## config.mk

```make
export PLATFORM = sky130hd
export DESIGN_NAME = contiguous_block_allocator_compactor_top
export DESIGN_NICKNAME = d
export VERILOG_FILES = /design/src/sv/cbac_pkg.sv /design/src/sv/cbac_run_mask.sv /design/src/sv/contiguous_block_allocator_compactor_top.sv
export SDC_FILE = /design/constraint.sdc
export NUM_CORES = 1
export LEC_CHECK = 0
export BUFFER_PORTS_ARGS = -buffer_cell sky130_fd_sc_hd__buf_2
export CAP_MARGIN = 20
export CORE_MARGIN = 4
export CORE_UTILIZATION = 63
export DETAILED_ROUTE_END_ITERATION = 10
export GPL_ROUTABILITY_DRIVEN = 0
export PLACE_DENSITY_LB_ADDON = 0.1
export SYNTH_ARGS = -nofsm -noshare
export SYNTH_HDL_FRONTEND = slang
export SYNTH_HIERARCHICAL = 1
export SYNTH_SLANG_ARGS = --single-unit
```

## constraint.sdc

```tcl
create_clock -name clk -period 7.36 [get_ports clk]
set_clock_uncertainty 0.2 [all_clocks]
set_input_delay 0.736 -clock clk [delete_from_list [all_inputs] [get_ports clk]]
set_output_delay 0.736 -clock clk [all_outputs]
set_load 0.03 [all_outputs]
```

## src/sv/cbac_pkg.sv

```systemverilog
// Package for the contiguous block allocator with compaction.
// Holds sizes, operation and status codes, and the request and result word types.
// No dependencies.
`default_nettype none

package cbac_pkg;

    localparam int BLOCKS = 32;
    localparam int SLOTS  = 16;
    localparam int BLK_W  = $clog2(BLOCKS);
    localparam int CNT_W  = $clog2(BLOCKS + 1);
    localparam int SIDX_W = $clog2(SLOTS);

    localparam logic [1:0] OP_ALLOC   = 2'd0;
    localparam logic [1:0] OP_FREE    = 2'd1;
    localparam logic [1:0] OP_COMPACT = 2'd2;

    localparam logic [1:0] ST_DONE    = 2'd0;
    localparam logic [1:0] ST_MOVED   = 2'd1;
    localparam logic [1:0] ST_NOSPACE = 2'd2;
    localparam logic [1:0] ST_BADSLOT = 2'd3;

    typedef struct packed {
        logic [1:0] operation;
        logic [3:0] slot;
        logic [5:0] length;
    } req_t;

    typedef struct packed {
        logic [3:0] result_slot;
        logic [4:0] start_block;
        logic [1:0] status;
        logic       last;
    } rsp_t;

endpackage

`default_nettype wire

```

## src/sv/cbac_run_mask.sv

```systemverilog
// Run mask unit: sets the block map bits of a run given its start and length.
// Shared for allocation, free and the rebuild after compaction. Uses cbac_pkg.
`default_nettype none

module cbac_run_mask (
    input  wire logic [cbac_pkg::BLK_W-1:0]  start,
    input  wire logic [cbac_pkg::CNT_W-1:0]  length,
    output logic      [cbac_pkg::BLOCKS-1:0] mask
);
    import cbac_pkg::*;

    logic [CNT_W:0] run_end;

    assign run_end = (CNT_W + 1)'(start) + (CNT_W + 1)'(length);

    always_comb
    begin
        for (int i = 0; i < BLOCKS; i++)
        begin
            mask[i] = ((CNT_W + 1)'(i) >= (CNT_W + 1)'(start)) &&
                      ((CNT_W + 1)'(i) < run_end);
        end
    end

endmodule

`default_nettype wire

```

## src/sv/contiguous_block_allocator_compactor_top.sv

```systemverilog
// Top level of the first-fit contiguous block allocator with compaction.
// Sequencer, block map, extent table and result register. Uses cbac_pkg and cbac_run_mask.
// One request is taken at a time. An allocate scans the block map one bit per cycle; if
// no run fits, it compacts the extent table and scans the map once more. Compaction runs
// one pass over the extent table per extent, plus a final pass that finds none left, and
// then rebuilds the block map. A moved-extent word waits while the result register is
// full; the final word of a request leaves the block free to take the next request.
`default_nettype none

module contiguous_block_allocator_compactor_top (
    input  wire logic           clk,
    input  wire logic           rst_n,
    input  wire logic           req_valid,
    output logic                req_ready,
    input  wire cbac_pkg::req_t req,
    output logic                rsp_valid,
    input  wire logic           rsp_ready,
    output cbac_pkg::rsp_t      rsp
);
    import cbac_pkg::*;

    typedef enum logic [2:0] {
        S_IDLE,
        S_DECODE,
        S_FIT,
        S_SET,
        S_NOSPACE,
        S_CSCAN,
        S_CPICK,
        S_CDONE
    } state_t;

    state_t              state_reg, state_next;
    logic [1:0]          op_reg, op_next;
    logic [3:0]          slot_reg, slot_next;
    logic [5:0]          len_reg, len_next;
    logic [BLOCKS-1:0]   map_reg, map_next;
    logic [SLOTS-1:0]    used_reg, used_next;
    logic [SLOTS-1:0]    placed_reg, placed_next;
    logic [BLK_W-1:0]    pos_reg, pos_next;
    logic [CNT_W-1:0]    run_reg, run_next;
    logic [BLK_W-1:0]    fit_start_reg, fit_start_next;
    logic                retry_reg, retry_next;
    logic                from_alloc_reg, from_alloc_next;
    logic [SIDX_W-1:0]   scan_reg, scan_next;
    logic [SIDX_W-1:0]   best_reg, best_next;
    logic [BLK_W-1:0]    best_start_reg, best_start_next;
    logic                have_reg, have_next;
    logic [CNT_W-1:0]    cursor_reg, cursor_next;
    logic                rsp_valid_reg, rsp_valid_next;
    rsp_t                rsp_reg, rsp_next;

    logic [BLK_W-1:0]    ext_start [SLOTS];
    logic [CNT_W-1:0]    ext_len [SLOTS];

    logic [SIDX_W-1:0]   slot_idx;
    logic                slot_ok;
    logic [SIDX_W-1:0]   rd_idx;
    logic [BLK_W-1:0]    rd_start;
    logic [CNT_W-1:0]    rd_len;
    logic                st_we;
    logic                len_we;
    logic [SIDX_W-1:0]   wr_idx;
    logic [BLK_W-1:0]    wr_start;
    logic [CNT_W-1:0]    wr_len;
    logic [BLK_W-1:0]    mask_start;
    logic [CNT_W-1:0]    mask_len;
    logic [BLOCKS-1:0]   mask;
    logic                emit_req;
    logic                emit_ok;
    logic                emit_fire;
    rsp_t                emit_word;
    logic [CNT_W-1:0]    run_n;
    logic                found;
    logic                cand;
    logic                moved;

    cbac_run_mask u_run_mask (
        .start  (mask_start),
        .length (mask_len),
        .mask   (mask)
    );

    assign req_ready = (state_reg == S_IDLE);
    assign rsp_valid = rsp_valid_reg;
    assign rsp       = rsp_reg;

    assign slot_idx  = slot_reg[SIDX_W-1:0];
    assign slot_ok   = (int'(slot_reg) < SLOTS);
    assign wr_len    = CNT_W'(len_reg);
    assign emit_ok   = !rsp_valid_reg || rsp_ready;
    assign emit_fire = emit_req && emit_ok;

    assign run_n = map_reg[pos_reg] ? '0 : run_reg + 1'b1;
    assign found = ((CNT_W + 7)'(run_n) == (CNT_W + 7)'(len_reg));
    assign cand  = used_reg[scan_reg] && !placed_reg[scan_reg] &&
                   (!have_reg || (rd_start < best_start_reg));
    assign moved = ((CNT_W + 1)'(best_start_reg) != (CNT_W + 1)'(cursor_reg));

    always_comb
    begin
        case (state_reg)
            S_CSCAN: rd_idx = scan_reg;
            S_CPICK: rd_idx = best_reg;
            default: rd_idx = slot_idx;
        endcase
    end

    assign rd_start = ext_start[rd_idx];
    assign rd_len   = ext_len[rd_idx];

    always_comb
    begin
        state_next      = state_reg;
        op_next         = op_reg;
        slot_next       = slot_reg;
        len_next        = len_reg;
        map_next        = map_reg;
        used_next       = used_reg;
        placed_next     = placed_reg;
        pos_next        = pos_reg;
        run_next        = run_reg;
        fit_start_next  = fit_start_reg;
        retry_next      = retry_reg;
        from_alloc_next = from_alloc_reg;
        scan_next       = scan_reg;
        best_next       = best_reg;
        best_start_next = best_start_reg;
        have_next       = have_reg;
        cursor_next     = cursor_reg;
        emit_req        = 1'b0;
        emit_word       = '{result_slot: slot_reg, start_block: '0,
                            status: ST_BADSLOT, last: 1'b1};
        st_we           = 1'b0;
        len_we          = 1'b0;
        wr_idx          = slot_idx;
        wr_start        = fit_start_reg;
        mask_start      = fit_start_reg;
        mask_len        = CNT_W'(len_reg);

        case (state_reg)
            S_IDLE:
            begin
                if (req_valid)
                begin
                    op_next    = req.operation;
                    slot_next  = req.slot;
                    len_next   = req.length;
                    state_next = S_DECODE;
                end
            end
            S_DECODE:
            begin
                case (op_reg)
                    OP_ALLOC:
                    begin
                        if (!slot_ok || used_reg[slot_idx])
                        begin
                            emit_req = 1'b1;
                        end
                        else if (len_reg == '0)
                        begin
                            emit_req         = 1'b1;
                            emit_word.status = ST_DONE;
                        end
                        else
                        begin
                            pos_next   = '0;
                            run_next   = '0;
                            retry_next = 1'b0;
                            state_next = S_FIT;
                        end
                        if (emit_fire)
                        begin
                            state_next = S_IDLE;
                        end
                    end
                    OP_FREE:
                    begin
                        emit_req = 1'b1;
                        if (slot_ok && used_reg[slot_idx])
                        begin
                            emit_word.status      = ST_DONE;
                            emit_word.start_block = 5'(rd_start);
                            mask_start            = rd_start;
                            mask_len              = rd_len;
                            if (emit_fire)
                            begin
                                map_next            = map_reg & ~mask;
                                used_next[slot_idx] = 1'b0;
                            end
                        end
                        if (emit_fire)
                        begin
                            state_next = S_IDLE;
                        end
                    end
                    OP_COMPACT:
                    begin
                        placed_next     = '0;
                        cursor_next     = '0;
                        scan_next       = '0;
                        have_next       = 1'b0;
                        from_alloc_next = 1'b0;
                        state_next      = S_CSCAN;
                    end
                    default:
                    begin
                        emit_req = 1'b1;
                        if (emit_fire)
                        begin
                            state_next = S_IDLE;
                        end
                    end
                endcase
            end
            S_FIT:
            begin
                run_next = run_n;
                if (found)
                begin
                    fit_start_next = BLK_W'((CNT_W + 7)'(pos_reg) + (CNT_W + 7)'(1) -
                                            (CNT_W + 7)'(len_reg));
                    state_next     = S_SET;
                end
                else if (pos_reg == BLK_W'(BLOCKS - 1))
                begin
                    if (retry_reg)
                    begin
                        state_next = S_NOSPACE;
                    end
                    else
                    begin
                        placed_next     = '0;
                        cursor_next     = '0;
                        scan_next       = '0;
                        have_next       = 1'b0;
                        from_alloc_next = 1'b1;
                        state_next      = S_CSCAN;
                    end
                end
                else
                begin
                    pos_next = pos_reg + 1'b1;
                end
            end
            S_SET:
            begin
                emit_req              = 1'b1;
                emit_word.status      = ST_DONE;
                emit_word.start_block = 5'(fit_start_reg);
                if (emit_fire)
                begin
                    map_next            = map_reg | mask;
                    used_next[slot_idx] = 1'b1;
                    st_we               = 1'b1;
                    len_we              = 1'b1;
                    state_next          = S_IDLE;
                end
            end
            S_NOSPACE:
            begin
                emit_req         = 1'b1;
                emit_word.status = ST_NOSPACE;
                if (emit_fire)
                begin
                    state_next = S_IDLE;
                end
            end
            S_CSCAN:
            begin
                if (cand)
                begin
                    best_next       = scan_reg;
                    best_start_next = rd_start;
                    have_next       = 1'b1;
                end
                if (scan_reg == SIDX_W'(SLOTS - 1))
                begin
                    state_next = S_CPICK;
                end
                else
                begin
                    scan_next = scan_reg + 1'b1;
                end
            end
            S_CPICK:
            begin
                if (!have_reg)
                begin
                    mask_start = '0;
                    mask_len   = cursor_reg;
                    map_next   = mask;
                    if (from_alloc_reg)
                    begin
                        retry_next = 1'b1;
                        pos_next   = '0;
                        run_next   = '0;
                        state_next = S_FIT;
                    end
                    else
                    begin
                        state_next = S_CDONE;
                    end
                end
                else
                begin
                    emit_req              = moved;
                    emit_word.result_slot = 4'(best_reg);
                    emit_word.start_block = 5'(cursor_reg);
                    emit_word.status      = ST_MOVED;
                    emit_word.last        = 1'b0;
                    if (!moved || emit_fire)
                    begin
                        placed_next[best_reg] = 1'b1;
                        st_we                 = moved;
                        wr_idx                = best_reg;
                        wr_start              = BLK_W'(cursor_reg);
                        cursor_next           = cursor_reg + rd_len;
                        scan_next             = '0;
                        have_next             = 1'b0;
                        state_next            = S_CSCAN;
                    end
                end
            end
            S_CDONE:
            begin
                emit_req              = 1'b1;
                emit_word.result_slot = '0;
                emit_word.status      = ST_DONE;
                if (emit_fire)
                begin
                    state_next = S_IDLE;
                end
            end
            default:
            begin
                state_next = S_IDLE;
            end
        endcase

        if (emit_fire)
        begin
            rsp_valid_next = 1'b1;
            rsp_next       = emit_word;
        end
        else
        begin
            rsp_valid_next = rsp_valid_reg && !rsp_ready;
            rsp_next       = rsp_reg;
        end
    end

    always_ff @(posedge clk or negedge rst_n)
    begin
        if (!rst_n)
        begin
            state_reg      <= S_IDLE;
            op_reg         <= '0;
            slot_reg       <= '0;
            len_reg        <= '0;
            map_reg        <= '0;
            used_reg       <= '0;
            placed_reg     <= '0;
            pos_reg        <= '0;
            run_reg        <= '0;
            fit_start_reg  <= '0;
            retry_reg      <= 1'b0;
            from_alloc_reg <= 1'b0;
            scan_reg       <= '0;
            best_reg       <= '0;
            best_start_reg <= '0;
            have_reg       <= 1'b0;
            cursor_reg     <= '0;
            rsp_valid_reg  <= 1'b0;
            rsp_reg        <= '0;
        end
        else
        begin
            state_reg      <= state_next;
            op_reg         <= op_next;
            slot_reg       <= slot_next;
            len_reg        <= len_next;
            map_reg        <= map_next;
            used_reg       <= used_next;
            placed_reg     <= placed_next;
            pos_reg        <= pos_next;
            run_reg        <= run_next;
            fit_start_reg  <= fit_start_next;
            retry_reg      <= retry_next;
            from_alloc_reg <= from_alloc_next;
            scan_reg       <= scan_next;
            best_reg       <= best_next;
            best_start_reg <= best_start_next;
            have_reg       <= have_next;
            cursor_reg     <= cursor_next;
            rsp_valid_reg  <= rsp_valid_next;
            rsp_reg        <= rsp_next;
        end
    end

    always_ff @(posedge clk)
    begin
        if (st_we)
        begin
            ext_start[wr_idx] <= wr_start;
        end
        if (len_we)
        begin
            ext_len[wr_idx] <= wr_len;
        end
    end

`ifndef SYNTH
    assert property (@(posedge clk) disable iff (!rst_n)
        req_valid && req_ready |=> state_reg == S_DECODE)
        else $error("Accepted request did not reach decode.");

    assert property (@(posedge clk) disable iff (!rst_n)
        state_reg == S_FIT |-> (CNT_W + 7)'(run_reg) < (CNT_W + 7)'(len_reg))
        else $error("Free run count passed the requested length.");

    assert property (@(posedge clk) disable iff (!rst_n)
        state_reg == S_CPICK && !have_reg |-> int'(cursor_reg) <= BLOCKS)
        else $error("Compacted extents exceed the block count.");

    assert property (@(posedge clk) disable iff (!rst_n)
        rsp_valid_reg |-> !(rsp_reg.status == ST_MOVED && rsp_reg.last))
        else $error("Moved-extent word marked as the final word.");
`endif

endmodule

`default_nettype wire
```

==> results.toml <==
[hold_path]
min-delay-path-class = "input pin to register"

[synthesis]
synthFlopType = "edfxtp_1"
postSynthCellCount = 1261
syn-cell-area_mm2 = 0.0155
avgSynthCellArea_um2 = 12.3
ys_ff_latch = 306
synthArstFlopShare = 0.425
postSynthNetCount = 1305
synth.yosys.seq_area_share = 0.551
ys_warn_count = 6
synth_cell_types = 85
synth_enable_flop_cells = 176

[timing]
max_freq_mhz = 146
finalSetupViolCount = 0
final_period_minus_worst_setup_slack_ps = 6840
tightestPinTransition_ps = 1130
slew_viols_final = 0
setup-tns-final_ps = 0
max-slew-margin-rel = 0.247
finalHoldViolCount = 0
unrepaired_setup_endpoints_after_global_routing = "false"
finalCritPeriodShare = 0.930

[outcome]
result_of_the_run = "completed"

[cts]
post_cts_resized = 0
tritoncts.num_buffers = 30
tritoncts = "done"
worst_skew_pair.late_latency_ps = 550
cts.reportedPaths.clkPinSlew_ps = 70
htreeDepth = 1
numClockSinks = 306
cts-root-buf = "clkbuf_16"
cts-root-to-sink-buffers = 3

[detailed_routing]
detailroute.via_count = 10600
antenna_violating_nets_post_route = 0
postRouteWirelength_um = 37900
routed_via_density = 6.59
drt-wirelength-per-cell_um = 23.5
dr.pass1.iters = 5
first_iter_violations = 1076
drcViolationCount = 0

[floorplanning]
die_w_um = 165
core-area_mm2 = 0.0242
initial_util = 0.639
io_pins = 30
dieHeight_um = 165
die_area_mm2 = 0.0272
placementRows = 57

[power]
power_per_cell_area_mw_per_mm2 = 470
peakVddDrop_uv = 349
cellLeakagePower_nw = 6.61
total_power_mw = 7.93

[layout]
fillCellCount = 1744
fin_nets = 1307
final_cell_count_no_fill = 1610
layout_common_cells = "edfxtp_1 (176), dfrtp_1 (130), nand2_1 (124)"
postLayoutCellArea_mm2 = 0.0169
layout_commonest_cell = "edfxtp_1"
area_delta_synth_final_pct = 9.02
largest_register_ffs = 96
share_of_post_route_cells_with_drive_strength_above_1 = 0.169
antennaDiodeCount = 0

[place]
post-place-cells = 1554
detailedPlacementHpwl_um = 26100
port_buffers = 29
dpl-instance-area_mm2 = 0.0158

[global_routing]
grt_first_pass_wirelength_um = 59900
grt_pass1_vias = 10200
grt_antenna_before_repair = 0
grt_max_degree = 73
grt-ovfl-total = 0
global_route.usage.total = 0.288

[setup_path]
timing.critical_path.arrival_ps = 7130
required_ps = 7650
startpoint_type = "register"
critical_path.max_fanout = 27
path_class = "register to register"
timing.critical_path.to_type = "register"

[job]
max-cap-violations = 0
## critical path, stage by stage, from the launching register on
cell and delay [ps]:
dfrtp_1 750, xor2_1 360, and2_1 300, a2bb2oi_4 600, buf_12 310, mux4_2 550, mux2i_1 170, o21ai_0 260
nand2_1 200, nand2_1 380, fa_1 650, a21o_1 230, nor4_1 530, a21oi_1 80, o22ai_1 530, a221oi_1 240
o21ai_0 260, a22o_1 160
## final timing paths
kind / from / endpoint / slack [ps] / cells after the start
worst max-delay path: state_reg[1]$_DFFE_PN0P_ / map_reg[18]$_DFFE_PN0P_ / 520 / 17
max in group asynchronous: rst_n / slot_idx[2]$_DFFE_PN0P_ / 5080 / 3
worst min-delay path: req[5] / len_reg[5]$_DFFE_PN0P_ / 180 / 3
min in group asynchronous: rst_n / run_reg[2]$_DFFE_PN0P_ / 510 / 2
worst max register to register: state_reg[1]$_DFFE_PN0P_ / map_reg[18]$_DFFE_PN0P_ / 520 / 17
worst min register to register: rsp[11]$_DFFE_PN0P_ / rsp[11]$_DFFE_PN0P_ / 280 / 2
## layout make-up
type / instances / area (µm²) / share of cell area
clock inverter: 14 / 221 / 0.0131
inverter: 41 / 154 / 0.00911
sequential: 306 / 8540 / 0.505
clock buffer: 41 / 823 / 0.0487
timing repair buffer: 49 / 317 / 0.0187
tap: 324 / 405 / 0.0240
multi-input combinational: 835 / 6430 / 0.381
## per-stage QoR
stage	hold slack [ps]	util	setup WS (ps)
final	184	0.697	518
after floorplan	240	-	2270
after CTS	165	0.697	621
after global placement	261	0.653	891
after global routing	177	0.697	4.37
after detailed placement	267	0.653	654
## timing repair
item | 4_1_cts | 5_1_grt
buffers inserted | 0 | 0
hold buffers | 1 | 0
setup endpoints to repair | 0 | 0
endpoints found under the hold margin | 58 | 0
## cell usage after synthesis, types with 13 or more instances
library cell / n / area share
buf_2: 18 / 0.0058
or2_2: 15 / 0.0061
nand2b_1: 14 / 0.0057
dfrtp_1: 130 / 0.21
a21oi_1: 50 / 0.016
nor2_1: 73 / 0.018
a22oi_1: 13 / 0.0063
a221oi_1: 19 / 0.011
nand3_1: 21 / 0.0068
mux2_2: 36 / 0.026
a21o_1: 23 / 0.011
mux2i_1: 33 / 0.021
ha_1: 25 / 0.020
nor2b_1: 13 / 0.0052
inv_1: 41 / 0.0099
nand2_1: 124 / 0.030
a22o_1: 35 / 0.020
mux4_2: 48 / 0.070
a31oi_1: 18 / 0.0073
clkbuf_1: 44 / 0.011
o21ai_0: 85 / 0.027
edfxtp_1: 176 / 0.34
## layer usage
| layer | share of wire | vias up | GRT usage |
|---|---|---|---|
| met2 | 0.46 | 472 | 0.439 |
| met4 | 0.038 | 0 | 0.0904 |
| li1 | - | 4807 | - |
| met5 | 0 | - | 0 |
| met1 | 0.43 | 5249 | 0.433 |
| met3 | 0.074 | 82 | 0.0417 |
## power by group
part | switching, mW | internal [mW]
Sequential | 0.418 | 2.18
Clock | 0.636 | 0.989
Combinational | 2.22 | 1.49
Total | 3.27 | 4.66
## cell families after synthesis
group | count (synthesis) | share of synthesized area
AO/OA/AOI/OAI | 339 | 0.157
AND/OR/NAND/NOR | 330 | 0.103
flip-flops | 306 | 0.551
buffers and inverters | 120 | 0.0350
multiplexers | 117 | 0.117
adder cells (fa/ha/maj) | 28 | 0.0241
XOR/XNOR | 21 | 0.0119
Note: power is estimated with default switching activity, not from simulation.
